$ cat src/rtl/rgbhsl_pkg.sv
package rgbhsl_pkg;

	// Field widths
	localparam int CH_W  = 8;
	localparam int HUE_W = 15;
	localparam int PCT_W = 13;

	// Output limits
	localparam logic [HUE_W-1:0] HUE_MAX = 15'd23040;
	localparam logic [PCT_W-1:0] PCT_MAX = 13'd6400;

	// Divider geometry: quotient bits retired per stage and stage count
	localparam int DIV_STEP   = 3;
	localparam int DIV_STAGES = 5;
	localparam int QUO_W      = DIV_STEP * DIV_STAGES;
	localparam int NUM_W      = QUO_W + CH_W;

	// Luminance product sum * 3200, sum up to 510
	localparam int LUM_PROD_W = 21;

	// Two front stages, then the divider stages
	localparam int NUM_STAGES = 2 + DIV_STAGES;

	// Front-end result handed to the dividers and the luminance path
	typedef struct packed {
		logic [NUM_W-1:0]      hue_num;
		logic [CH_W-1:0]       hue_den;
		logic [NUM_W-1:0]      sat_num;
		logic [CH_W-1:0]       sat_den;
		logic [LUM_PROD_W-1:0] lum_prod;
		logic                  grey;
	} prep_t;

	// Luminance path result at the last stage
	typedef struct packed {
		logic [PCT_W-1:0] lum;
		logic             grey;
	} lum_out_t;

endpackage

$ cat src/rtl/rgbhsl_if.sv
// Pixel channel: one RGB pixel per transfer
interface rgbhsl_pix_if import rgbhsl_pkg::*; ();
	logic            valid;
	logic            ready;
	logic [CH_W-1:0] red;
	logic [CH_W-1:0] green;
	logic [CH_W-1:0] blue;

	modport source (output valid, output red, output green, output blue, input ready);
	modport sink   (input valid, input red, input green, input blue, output ready);
endinterface

// Result channel: one HSL triple per transfer
interface rgbhsl_hsl_if import rgbhsl_pkg::*; ();
	logic             valid;
	logic             ready;
	logic [HUE_W-1:0] hue;
	logic [PCT_W-1:0] saturation;
	logic [PCT_W-1:0] luminance;

	modport source (output valid, output hue, output saturation, output luminance,
		input ready);
	modport sink   (input valid, input hue, input saturation, input luminance,
		output ready);
endinterface

$ cat src/rtl/rgbhsl_prep.sv
// Front end: max/min and hue branch in stage 1, numerators and divisors in stage 2
module rgbhsl_prep import rgbhsl_pkg::*; (
	input  logic            clk,
	input  logic [1:0]      en,
	input  logic [CH_W-1:0] red,
	input  logic [CH_W-1:0] green,
	input  logic [CH_W-1:0] blue,
	output prep_t           prep
);

	typedef enum logic [1:0] {
		BASE_ZERO,
		BASE_RED_WRAP,
		BASE_GREEN,
		BASE_BLUE
	} hue_base_t;

	logic [CH_W-1:0] mx, mn, mag;
	logic            neg;
	hue_base_t       sel;

	logic [CH_W-1:0] d_s1, mag_s1;
	logic [CH_W:0]   sum_s1;
	logic            neg_s1;
	hue_base_t       sel_s1;

	logic [NUM_W-1:0] base, off;
	prep_t            prep_d;
	prep_t            prep_s2;

	// Max/min and hue branch; ties go to red, then green
	always_comb begin
		mx = red;
		mn = red;
		if (green > mx) mx = green;
		if (blue > mx)  mx = blue;
		if (green < mn) mn = green;
		if (blue < mn)  mn = blue;

		if (red >= green && red >= blue) begin
			if (green >= blue) begin
				sel = BASE_ZERO;
				neg = 1'b0;
				mag = green - blue;
			end else begin
				sel = BASE_RED_WRAP;
				neg = 1'b1;
				mag = blue - green;
			end
		end else if (green >= blue) begin
			sel = BASE_GREEN;
			neg = (blue < red);
			mag = (blue < red) ? red - blue : blue - red;
		end else begin
			sel = BASE_BLUE;
			neg = (red < green);
			mag = (red < green) ? green - red : red - green;
		end
	end

	always_ff @(posedge clk) begin
		if (en[0]) begin
			d_s1   <= mx - mn;
			sum_s1 <= {1'b0, mx} + {1'b0, mn};
			sel_s1 <= sel;
			neg_s1 <= neg;
			mag_s1 <= mag;
		end
	end

	// Hue numerator base*d +/- 3840*offset, never negative
	always_comb begin
		case (sel_s1)
			BASE_RED_WRAP: base = NUM_W'(d_s1) * NUM_W'(23040);
			BASE_GREEN:    base = NUM_W'(d_s1) * NUM_W'(7680);
			BASE_BLUE:     base = NUM_W'(d_s1) * NUM_W'(15360);
			default:       base = '0;
		endcase
		off = NUM_W'(mag_s1) * NUM_W'(3840);

		prep_d.hue_num  = neg_s1 ? base - off : base + off;
		prep_d.hue_den  = d_s1;
		prep_d.sat_num  = NUM_W'(d_s1) * NUM_W'(6400);
		prep_d.sat_den  = (sum_s1 <= 9'd255) ? sum_s1[CH_W-1:0]
			: CH_W'(9'd510 - sum_s1);
		prep_d.lum_prod = LUM_PROD_W'(sum_s1) * LUM_PROD_W'(3200);
		prep_d.grey     = (d_s1 == '0);
	end

	always_ff @(posedge clk) begin
		if (en[1]) begin
			prep_s2 <= prep_d;
		end
	end

	assign prep = prep_s2;

endmodule

$ cat src/rtl/rgbhsl_div.sv
// Pipelined restoring divider, DIV_STEP quotient bits per stage.
// The quotient must fit in QUO_W bits (dividend < divisor * 2**QUO_W).
module rgbhsl_div import rgbhsl_pkg::*; (
	input  logic                  clk,
	input  logic [DIV_STAGES-1:0] en,
	input  logic [NUM_W-1:0]      num,
	input  logic [CH_W-1:0]       den,
	output logic [QUO_W-1:0]      quo
);

	// Several shift/compare/subtract steps; returns {remainder, quotient bits}
	function automatic logic [CH_W+DIV_STEP-1:0] div_step(
		input logic [CH_W-1:0]     rem,
		input logic [CH_W-1:0]     dv,
		input logic [DIV_STEP-1:0] bits
	);
		logic [CH_W:0]         t;
		logic [CH_W-1:0]       r;
		logic [DIV_STEP-1:0]   q;
		r = rem;
		q = '0;
		for (int i = DIV_STEP - 1; i >= 0; i--) begin
			t = {r, bits[i]};
			if (t >= {1'b0, dv}) begin
				t    = t - {1'b0, dv};
				q[i] = 1'b1;
			end
			r = t[CH_W-1:0];
		end
		return {r, q};
	endfunction

	logic [CH_W-1:0]  rem_s [DIV_STAGES];
	logic [CH_W-1:0]  den_s [DIV_STAGES];
	logic [QUO_W-1:0] quo_s [DIV_STAGES];
	logic [NUM_W-1:0] num_s [DIV_STAGES];

	for (genvar k = 0; k < DIV_STAGES; k++) begin : g_stage
		localparam int HI = QUO_W - 1 - DIV_STEP * k;

		logic [CH_W-1:0]          rem_i, den_i;
		logic [QUO_W-1:0]         quo_i, quo_nxt;
		logic [NUM_W-1:0]         num_i;
		logic [CH_W+DIV_STEP-1:0] res;

		if (k == 0) begin : g_first
			assign rem_i = num[NUM_W-1:QUO_W];
			assign den_i = den;
			assign quo_i = '0;
			assign num_i = num;
		end else begin : g_next
			assign rem_i = rem_s[k-1];
			assign den_i = den_s[k-1];
			assign quo_i = quo_s[k-1];
			assign num_i = num_s[k-1];
		end

		assign res = div_step(rem_i, den_i, num_i[HI -: DIV_STEP]);

		always_comb begin
			quo_nxt = quo_i;
			quo_nxt[HI -: DIV_STEP] = res[DIV_STEP-1:0];
		end

		always_ff @(posedge clk) begin
			if (en[k]) begin
				rem_s[k] <= res[CH_W+DIV_STEP-1:DIV_STEP];
				den_s[k] <= den_i;
				quo_s[k] <= quo_nxt;
				num_s[k] <= num_i;
			end
		end
	end

	assign quo = quo_s[DIV_STAGES-1];

endmodule

$ cat src/rtl/rgbhsl_lum.sv
// Luminance: (sum*3200)/255 by reciprocal estimate plus one correction,
// then delayed to line up with the dividers
module rgbhsl_lum import rgbhsl_pkg::*; (
	input  logic                  clk,
	input  logic [DIV_STAGES-1:0] en,
	input  logic [LUM_PROD_W-1:0] lum_prod,
	input  logic                  grey,
	output lum_out_t              res
);

	localparam int EST_W = LUM_PROD_W + 9;

	logic [EST_W-1:0]      est_full;
	logic [PCT_W-1:0]      est_s3;
	logic [LUM_PROD_W-1:0] prod_s3;
	logic                  grey_s3;
	logic [LUM_PROD_W-1:0] rmd;
	logic [PCT_W-1:0]      lum_c;
	lum_out_t              dly_s [DIV_STAGES-1];

	// x*257 >> 16 is floor(x/255) or one less for x below 2**23
	assign est_full = EST_W'(lum_prod) * EST_W'(257);

	always_ff @(posedge clk) begin
		if (en[0]) begin
			est_s3  <= est_full[16 +: PCT_W];
			prod_s3 <= lum_prod;
			grey_s3 <= grey;
		end
	end

	// Correct the estimate by one where the remainder reaches 255
	always_comb begin
		rmd   = prod_s3 - LUM_PROD_W'(est_s3) * LUM_PROD_W'(255);
		lum_c = (rmd >= LUM_PROD_W'(255)) ? est_s3 + 1'b1 : est_s3;
	end

	for (genvar k = 0; k < DIV_STAGES - 1; k++) begin : g_dly
		if (k == 0) begin : g_first
			always_ff @(posedge clk) begin
				if (en[1]) begin
					dly_s[0].lum  <= lum_c;
					dly_s[0].grey <= grey_s3;
				end
			end
		end else begin : g_next
			always_ff @(posedge clk) begin
				if (en[k+1]) begin
					dly_s[k] <= dly_s[k-1];
				end
			end
		end
	end

	assign res = dly_s[DIV_STAGES-2];

endmodule

$ cat src/rtl/rgb_to_hsl_converter.sv
// RGB to HSL converter. Takes one 8-bit RGB pixel per transfer and returns
// hue in 1/64 degree (0..23040) and saturation and luminance in 1/64 percent
// (0..6400), each truncated toward zero; grey pixels give hue and saturation
// zero. A new pixel is accepted every clock cycle unless every stage is full
// and the output is stalled. Each result passes two front stages (max/min,
// numerators), then five divider stages that retire three quotient bits each.
// Each stage holds its item only while the stage after it is full and
// stalled, so bubbles close up and a held result does not stop the input
// while empty stages remain.
module rgb_to_hsl_converter import rgbhsl_pkg::*; (
	input  logic  clk,
	input  logic  arst_n,
	rgbhsl_pix_if.sink   pix,
	rgbhsl_hsl_if.source hsl
);

	logic [NUM_STAGES-1:0] vld_q;
	logic [NUM_STAGES-1:0] en;
	prep_t                 prep;
	logic [QUO_W-1:0]      hue_quo, sat_quo;
	lum_out_t              lum_res;

	// A stage loads when it is empty or its successor loads
	always_comb begin
		en[NUM_STAGES-1] = !vld_q[NUM_STAGES-1] || hsl.ready;
		for (int k = NUM_STAGES - 2; k >= 0; k--) begin
			en[k] = !vld_q[k] || en[k+1];
		end
	end

	// Valid bits travel with the data
	always_ff @(posedge clk or negedge arst_n) begin
		if (!arst_n) begin
			vld_q <= '0;
		end else begin
			if (en[0]) vld_q[0] <= pix.valid;
			for (int k = 1; k < NUM_STAGES; k++) begin
				if (en[k]) vld_q[k] <= vld_q[k-1];
			end
		end
	end

	assign pix.ready = en[0];

	rgbhsl_prep u_prep (
		.clk   (clk),
		.en    (en[1:0]),
		.red   (pix.red),
		.green (pix.green),
		.blue  (pix.blue),
		.prep  (prep)
	);

	rgbhsl_div u_hue_div (
		.clk (clk),
		.en  (en[NUM_STAGES-1:2]),
		.num (prep.hue_num),
		.den (prep.hue_den),
		.quo (hue_quo)
	);

	rgbhsl_div u_sat_div (
		.clk (clk),
		.en  (en[NUM_STAGES-1:2]),
		.num (prep.sat_num),
		.den (prep.sat_den),
		.quo (sat_quo)
	);

	rgbhsl_lum u_lum (
		.clk      (clk),
		.en       (en[NUM_STAGES-1:2]),
		.lum_prod (prep.lum_prod),
		.grey     (prep.grey),
		.res      (lum_res)
	);

	// Grey override and range clamps on the last stage
	assign hsl.valid      = vld_q[NUM_STAGES-1];
	assign hsl.hue        = lum_res.grey ? '0
		: ((hue_quo > QUO_W'(HUE_MAX)) ? HUE_MAX : HUE_W'(hue_quo));
	assign hsl.saturation = lum_res.grey ? '0
		: ((sat_quo > QUO_W'(PCT_MAX)) ? PCT_MAX : PCT_W'(sat_quo));
	assign hsl.luminance  = (lum_res.lum > PCT_MAX) ? PCT_MAX : lum_res.lum;

endmodule

$ cat src/flat_wrapper.sv
// flat-port wrapper written by rule: the top's interface ports become plain ports
module rgb_to_hsl_converter_flat import rgbhsl_pkg::*;
  (clk, arst_n, pix_valid, pix_red, pix_green, pix_blue, pix_ready, hsl_valid, hsl_hue, hsl_saturation, hsl_luminance, hsl_ready);
  rgbhsl_pix_if pix_i ();
  rgbhsl_hsl_if hsl_i ();
  input  logic clk;
  input  logic arst_n;
  input wire logic [$bits(pix_i.valid)-1:0] pix_valid;
  input wire logic [$bits(pix_i.red)-1:0] pix_red;
  input wire logic [$bits(pix_i.green)-1:0] pix_green;
  input wire logic [$bits(pix_i.blue)-1:0] pix_blue;
  output wire logic [$bits(pix_i.ready)-1:0] pix_ready;
  output wire logic [$bits(hsl_i.valid)-1:0] hsl_valid;
  output wire logic [$bits(hsl_i.hue)-1:0] hsl_hue;
  output wire logic [$bits(hsl_i.saturation)-1:0] hsl_saturation;
  output wire logic [$bits(hsl_i.luminance)-1:0] hsl_luminance;
  input wire logic [$bits(hsl_i.ready)-1:0] hsl_ready;
  assign pix_i.valid = pix_valid;
  assign pix_i.red = pix_red;
  assign pix_i.green = pix_green;
  assign pix_i.blue = pix_blue;
  assign pix_ready = pix_i.ready;
  assign hsl_valid = hsl_i.valid;
  assign hsl_hue = hsl_i.hue;
  assign hsl_saturation = hsl_i.saturation;
  assign hsl_luminance = hsl_i.luminance;
  assign hsl_i.ready = hsl_ready;
  rgb_to_hsl_converter u_core (.clk(clk), .arst_n(arst_n), .pix(pix_i), .hsl(hsl_i));
endmodule
$ cat config.mk
export PLATFORM = sky130hd
export DESIGN_NAME = rgb_to_hsl_converter_flat
export DESIGN_NICKNAME = d
export VERILOG_FILES = /design/src/rtl/rgbhsl_pkg.sv /design/src/rtl/rgbhsl_if.sv /design/src/rtl/rgbhsl_prep.sv /design/src/rtl/rgbhsl_div.sv /design/src/rtl/rgbhsl_lum.sv /design/src/rtl/rgb_to_hsl_converter.sv /design/src/flat_wrapper.sv
export SDC_FILE = /design/constraint.sdc
export NUM_CORES = 2
export LEC_CHECK = 0
export ABC_AREA = 1
export BUFFER_PORTS_ARGS = -buffer_cell sky130_fd_sc_hd__buf_2
export CORE_UTILIZATION = 35
export CTS_CLUSTER_SIZE = 16
export DETAILED_ROUTE_END_ITERATION = 6
export HOLD_SLACK_MARGIN = 0.02
export PLACE_DENSITY = 0.53
export REMOVE_ABC_BUFFERS = 1
export SLEW_MARGIN = 20
export SYNTH_ARGS = -nofsm -noshare
export SYNTH_HDL_FRONTEND = slang
export SYNTH_SLANG_ARGS = --single-unit
$ cat constraint.sdc
create_clock -name clk -period 7.9 [get_ports clk]
set_input_delay 0 -clock clk [delete_from_list [all_inputs] [get_ports clk]]
set_output_delay 0 -clock clk [all_outputs]
set_load 0.01 [all_outputs]
== Yosys cells after proc, flatten, opt, wreduce, memory -nomap -nowiden ==
Memories as Yosys holds them, arrays and structs flattened.
Index checks and enable logic that the tools add are counted.

* Register bits after elaboration: 130
* Memory bits (writable): 596
* Input bits: 28
* Output and inout port bits: 43
* Logic and storage cells: 238
* Memories: 9

{| class="wikitable"
|+ Memories
! name !! depth !! width !! read ports !! clocked after Yosys merged registers in !! write ports !! line !! source
|-
| u_core.u_hue_div.num_s || 5 || 23 || 4 || 0 || 5 || rgbhsl_div.sv:36 || <nowiki>logic [NUM_W-1:0] num_s [DIV_STAGES];</nowiki>
|-
| u_core.u_sat_div.num_s || 5 || 23 || 4 || 0 || 5 || rgbhsl_div.sv:36 ||
|-
| u_core.u_hue_div.quo_s || 5 || 15 || 5 || 0 || 5 || rgbhsl_div.sv:35 || <nowiki>logic [QUO_W-1:0] quo_s [DIV_STAGES];</nowiki>
|-
| u_core.u_sat_div.quo_s || 5 || 15 || 5 || 0 || 5 || rgbhsl_div.sv:35 ||
|-
| u_core.u_lum.dly_s || 4 || 14 || 4 || 0 || 4 || rgbhsl_lum.sv:19 || <nowiki>lum_out_t dly_s [DIV_STAGES-1];</nowiki>
|-
| u_core.u_hue_div.den_s || 5 || 8 || 4 || 0 || 5 || rgbhsl_div.sv:34 || <nowiki>logic [CH_W-1:0] den_s [DIV_STAGES];</nowiki>
|-
| 3 more memories || n/a || n/a || n/a || n/a || n/a || n/a ||
|}

* Add/subtract/negate cells: 43
* Multipliers: 8
* $lt $le $gt $ge: 44
* Equal/unequal tests: 3
* Mux-type cells: 94
* Reduce and logical (&&, ||, !) cells: 16

{| class="wikitable"
|+ Operators by type and width
! kind !! count
|-
| two-way mux 8 bit || 40
|-
| subtractor 8 bit || 36
|-
| greater-or-equal comparator 9 x 8 -> 1 bit || 29
|-
| one-hot mux 23 bit (3 select lines) || 1
|-
| two-way mux 13 bit || 4
|-
| two-way mux 1 bit || 45
|-
| multiplier 8 x 4 -> 12 bit (second input constant) || 3
|-
| < comparator 8 bit || 4
|-
| two-way mux 15 bit || 2
|-
| greater-or-equal comparator 8 bit || 3
|-
| adder 23 x 20 -> 23 bit || 1
|-
| two-way mux 23 bit || 1
|-
| subtractor 23 x 20 -> 23 bit || 1
|-
| multiplier 14 x 9 -> 22 bit (second input constant) || 1
|-
| greater-or-equal comparator 21 x 8 -> 1 bit (second input constant) || 1
|-
| multiplier 13 x 8 -> 21 bit (second input constant) || 1
|-
| subtractor 21 bit || 1
|-
| > comparator 8 bit || 2
|-
| > comparator 15 x 13 -> 1 bit (second input constant) || 1
|-
| > comparator 15 bit (second input constant) || 1
|-
| multiplier 8 x 6 -> 14 bit (second input constant) || 1
|-
| multiplier 9 x 5 -> 14 bit (second input constant) || 1
|-
| adder 13 x 1 -> 13 bit (second input constant) || 1
|-
| > comparator 13 bit (second input constant) || 1
|-
| other kinds (13) || 26
|}

== Logic depth before layout (Yosys ltp) ==
* Word-level depth: 8
* Mapped depth: 35
* Depth with buffers taken out: 35

== Hierarchy ==
A second synthesis with hierarchy kept.

* Cells, all modules: 5076
* Area, all modules: 42719.7 µm²

{| class="wikitable"
|+ By module, submodules not included
! module !! times used !! cells each !! area each (µm²) !! seq. area each (µm²)
|-
| rgbhsl_prep || 1 || 1438 || 11489.8 || 2432.3
|-
| rgbhsl_div at u_core.u_sat_div || 1 || 1333 || 11278.3 || 4174.0
|-
| rgbhsl_div at u_core.u_hue_div || 1 || 1341 || 11250.8 || 4174.0
|-
| rgbhsl_lum || 1 || 804 || 7811.2 || 2732.6
|-
| rgb_to_hsl_converter || 1 || 160 || 889.6 || 175.2
|}

== Worst setup path after synthesis ==
No wires, ideal clock.

* Kind: flip-flop to flip-flop
* Start: register u_core.vld_q[6]
* End: register u_core.u_prep.prep_s2, in the netlist u_core.u_prep.prep[0] (enable)
* Setup time: 408 ps
* Arrival: 8374 ps
* Data required time: 7492 ps
* Setup slack: -883 ps
* Stages on the path, launching flop included: 14
* Buffers on the path: 0
* Clock period less this slack: 8783 ps
* Cell sequence: dfrtp_1 inv_1 nor2_1 inv_1 nor2_1 inv_1 nor2_1 inv_1 nor2_1 inv_1 nor2_1 inv_1 nor2_1 inv_1

* Word-level cells in the longest chain between the ends: 7

{| class="wikitable"
|+ RTL lines
! element !! line !! source
|-
| start: declaration || rgb_to_hsl_converter.sv:17 || <nowiki>logic [NUM_STAGES-1:0] vld_q;</nowiki>
|-
| start signal: indexed assignment || rgb_to_hsl_converter.sv:38 || <nowiki>if (en[k]) vld_q[k] <= vld_q[k-1];</nowiki>
|-
| logical NOT 1 bit || rgb_to_hsl_converter.sv:25 || <nowiki>en[NUM_STAGES-1] = !vld_q[NUM_STAGES-1] || hsl.ready;</nowiki>
|-
| logical OR 1 bit || rgb_to_hsl_converter.sv:25 ||
|-
| named net u_core.en[6] || rgb_to_hsl_converter.sv:18 || <nowiki>logic [NUM_STAGES-1:0] en;</nowiki>
|-
| logical OR 1 bit || rgb_to_hsl_converter.sv:27 || <nowiki>en[k] = !vld_q[k] || en[k+1];</nowiki>
|-
| named net u_core.en[5] || rgb_to_hsl_converter.sv:18 ||
|-
| logical OR 1 bit || rgb_to_hsl_converter.sv:27 ||
|-
| named net u_core.en[4] || rgb_to_hsl_converter.sv:18 ||
|-
| logical OR 1 bit || rgb_to_hsl_converter.sv:27 ||
|-
| named net u_core.en[3] || rgb_to_hsl_converter.sv:18 ||
|-
| logical OR 1 bit || rgb_to_hsl_converter.sv:27 ||
|-
| named net u_core.en[2] || rgb_to_hsl_converter.sv:18 ||
|-
| logical OR 1 bit || rgb_to_hsl_converter.sv:27 ||
|-
| named net u_core.en[1] || rgb_to_hsl_converter.sv:18 ||
|-
| end signal: assignment || rgbhsl_prep.sv:92 || <nowiki>prep_s2 <= prep_d;</nowiki>
|-
| end: declaration || rgbhsl_prep.sv:29 || <nowiki>prep_t prep_s2;</nowiki>
|}

The timed path passes the listed nets, and every way through them passes these cells.
A chain may end at the register's enable or synchronous reset.

==> flow_summary.toml <==
[yosys]
synth-main-ff-cell = "edfxtp_1"
synth_seq_area_share_pct = 31.5
synth_cell_types = 71
synth-seq-cells = 391
avgSynthCellArea_um2 = 8.41
synth.yosys.warnings = 0
synth-edff-count = 384
ys_async_sr_fraction_pct = 1.79
syn-cell-area_um2 = 37200
syn_inst = 4424

[worst_setup_path]
crit_family = "simple AND/OR/NAND/NOR gates"
critPathSlowestCell = "o21ai_0"
arrival_ps = 6390
cp-end-kind = "flip-flop"
critical_path.max_stage_delay_ps = 530
crit_buf_inv = 3
cp_max_fo = 13
start_kind = "flip-flop"
worst-setup-path-type = "reg2reg"
crit_top_cell = "nand2_1"
crit_required_ps = 8360

[clock_tree]
clock-root-buffer = "clkbuf_16"
clock_latency_ps = 610
post_cts_buffers = 0
cts_tree = "built"
htreeDepth = 2
cts_sinks = 391
numCtsBuffers = 47
cts_resized = 0
cts_buffer_depth = 3
clkTransAtPathRegs_ps = 60
postCtsHoldBufs = 5

[grt]
grt_pass1_wl_mm = 139
grt_pass1_vias = 28000
grt_max_degree = 71
track_usage_pct = 15.7
overflow = 0
antenna_found_initial = 2

[detailed_routing]
drc = 32
drt_first_iter_violations = 1235
vias = 28300
routed_wl_mm = 84.0
wl_per_cell_um = 14.2
drt-vias-per-instance = 4.76
dr.pass1.iters = 7
antenna_left = 0

[floorplanning]
die_y_um = 328
io_pins = 71
die-area_um2 = 108000
die_x_um = 328
rows = 119
initial_core_util_pct = 35.3
core-area_um2 = 105000

[timing]
finalCritPeriodShare_pct = 75.1
relSlewSlack_pct = 35.7
setup_violations = 0
period_needed_ps = 5930
tightestPinTransition_ps = 964
final_hold_viol_count = 0
drv_slew = 0
max_freq_mhz = 169
skew_ps = 32.3
rsz0062_at_grt = "false"

[min_path]
hold_class = "in2reg"

[placed_design]
dpl_cell_area_um2 = 39100
gp_congestion = 0.889
dp_hpwl_mm = 69.3
io_buffer_count = 70

[finish]
synthToLayoutAreaGrowth_pct = 9.08
fin_util_pct = 38.5
final_cell_mix = "nand2_1, inv_1, ha_1"
final_nets = 5180
final_common_cell = "nand2_1"
final_cell_area_um2 = 40600
layout-drive-gt1-share_pct = 5.70

[run_status]
status = "finished, violations left"
violations = "DRC"

[flow_run]
maxCapViolCount = 0
-- sequential cells by signal (all words and copies together) (netlist names), 7 cells and up --
register and count:
u_core.u_lum.dly_s 56, u_core.u_prep.prep 54, u_core.u_hue_div.quo_s 45, u_core.u_sat_div.quo_s 45, u_core.u_hue_div.den_s 32, u_core.u_hue_div.rem_s 32
u_core.u_sat_div.rem_s 32, u_core.u_sat_div.den_s 28, u_core.u_lum.est_s3 13, u_core.u_lum.prod_s3 13, u_core.u_prep.d_s1 8, u_core.u_prep.mag_s1 8
u_core.u_prep.sum_s1 8, u_core.vld_q 7
-- path summary, 6_finish.rpt --
path,start,end,slack [ps],cells after the start
max,u_core.u_hue_div.den_s[0][1],u_core.u_hue_div.rem_s[0][9],1970,28
min,pix_blue[7],u_core.u_prep.sum_s1[8],90,5
max reg2reg,u_core.u_hue_div.den_s[0][1],u_core.u_hue_div.rem_s[0][9],1970,28
min reg2reg,u_core.u_hue_div.quo_s[0][44],u_core.u_hue_div.quo_s[0][59],400,0
max in group asynchronous,arst_n,u_core.vld_q[2],7280,3
min in group asynchronous,arst_n,u_core.vld_q[4],360,3
-- synthesized netlist by cell type, types with 7 or more instances --
| library cell | number | share of area (%) |
|---|---|---|
| o21ai_2 | 8 | 0.19 |
| o211ai_1 | 26 | 0.52 |
| o21ai_0 | 173 | 2.3 |
| nand3_1 | 206 | 2.8 |
| nor4_1 | 9 | 0.15 |
| fa_1 | 140 | 7.5 |
| nand4_1 | 61 | 1.0 |
| nand2_2 | 24 | 0.40 |
| o21ai_1 | 36 | 0.48 |
| nor2_1 | 268 | 2.7 |
| buf_2 | 21 | 0.28 |
| edfxtp_1 | 384 | 31 |
| nand3_2 | 14 | 0.38 |
| inv_1 | 743 | 7.5 |
| clkbuf_1 | 15 | 0.15 |
| or2_2 | 16 | 0.27 |
| a21o_1 | 18 | 0.36 |
| o221ai_1 | 10 | 0.24 |
| o21a_1 | 7 | 0.14 |
| ha_1 | 508 | 17 |
| o21bai_1 | 16 | 0.32 |
| xor2_1 | 189 | 4.4 |
| nor3_1 | 38 | 0.51 |
| nand3b_1 | 14 | 0.28 |
| buf_4 | 7 | 0.14 |
| xnor2_1 | 90 | 2.1 |
| nand2_1 | 962 | 9.7 |
| inv_2 | 11 | 0.11 |
| nor2_2 | 10 | 0.17 |
| a31oi_1 | 10 | 0.17 |
| dfrtp_1 | 7 | 0.47 |
| a21oi_1 | 297 | 4.0 |
| buf_6 | 8 | 0.24 |
-- routing by layer --
layer / vias up / global-route usage [%] / part of all wire, %
li1: 14800 / - / -
met1: 13000 / 20.0 / 46
met2: 409 / 28.1 / 49
met3: 103 / 1.86 / 3.4
met4: 2 / 3.97 / 2.2
met5: - / 0 / 0.013
-- kinds of logic (layout without fill, tap and decap cells) --
logic type	count (synthesis)	in the layout	synth area share, %
AND/OR/NAND/NOR	1645	1645	19.0
buffers and inverters	810	929	8.49
AO/OA/AOI/OAI	649	649	9.89
adder cells (fa/ha/maj)	648	648	24.6
flip-flops	391	391	31.5
XOR/XNOR	279	279	6.57
other	1	2	0.0101
multiplexers	1	1	0.0269
-- tightest hold or removal path: stages --
cell,delay [ps]
buf_2,170
nand3_1,90
nand2_1,80
ha_1,140
o21bai_1,100
-- layout make-up --
| type | count | area, µm² |
|---|---|---|
| clock buffers | 52 | 1240 |
| repair buffers | 83 | 460 |
| multi-input cells | 3223 | 22400 |
| inverters | 758 | 2860 |
| clock inverters | 36 | 246 |
| diodes | 1 | 2.50 |
| flip-flops and latches | 391 | 11700 |
| well taps | 1391 | 1740 |
| fillers | 10800 | 64800 |
-- metrics by stage --
stage                     TNS [ps]  hold WS, ps  setup WS [ps]  std cells
after global routing             0          121           1400       5934
after CTS                        0         31.0           1950       5934
after global placement           0         -151           2110       5841
final                            0         89.3           1970       5935
after detailed placement         0         -147           1970       5841
after floorplan             -60840         -296           -883       4372
Power is not shown: default switching activity piles up to over one toggle a cycle in this logic, so the estimate is an artifact.
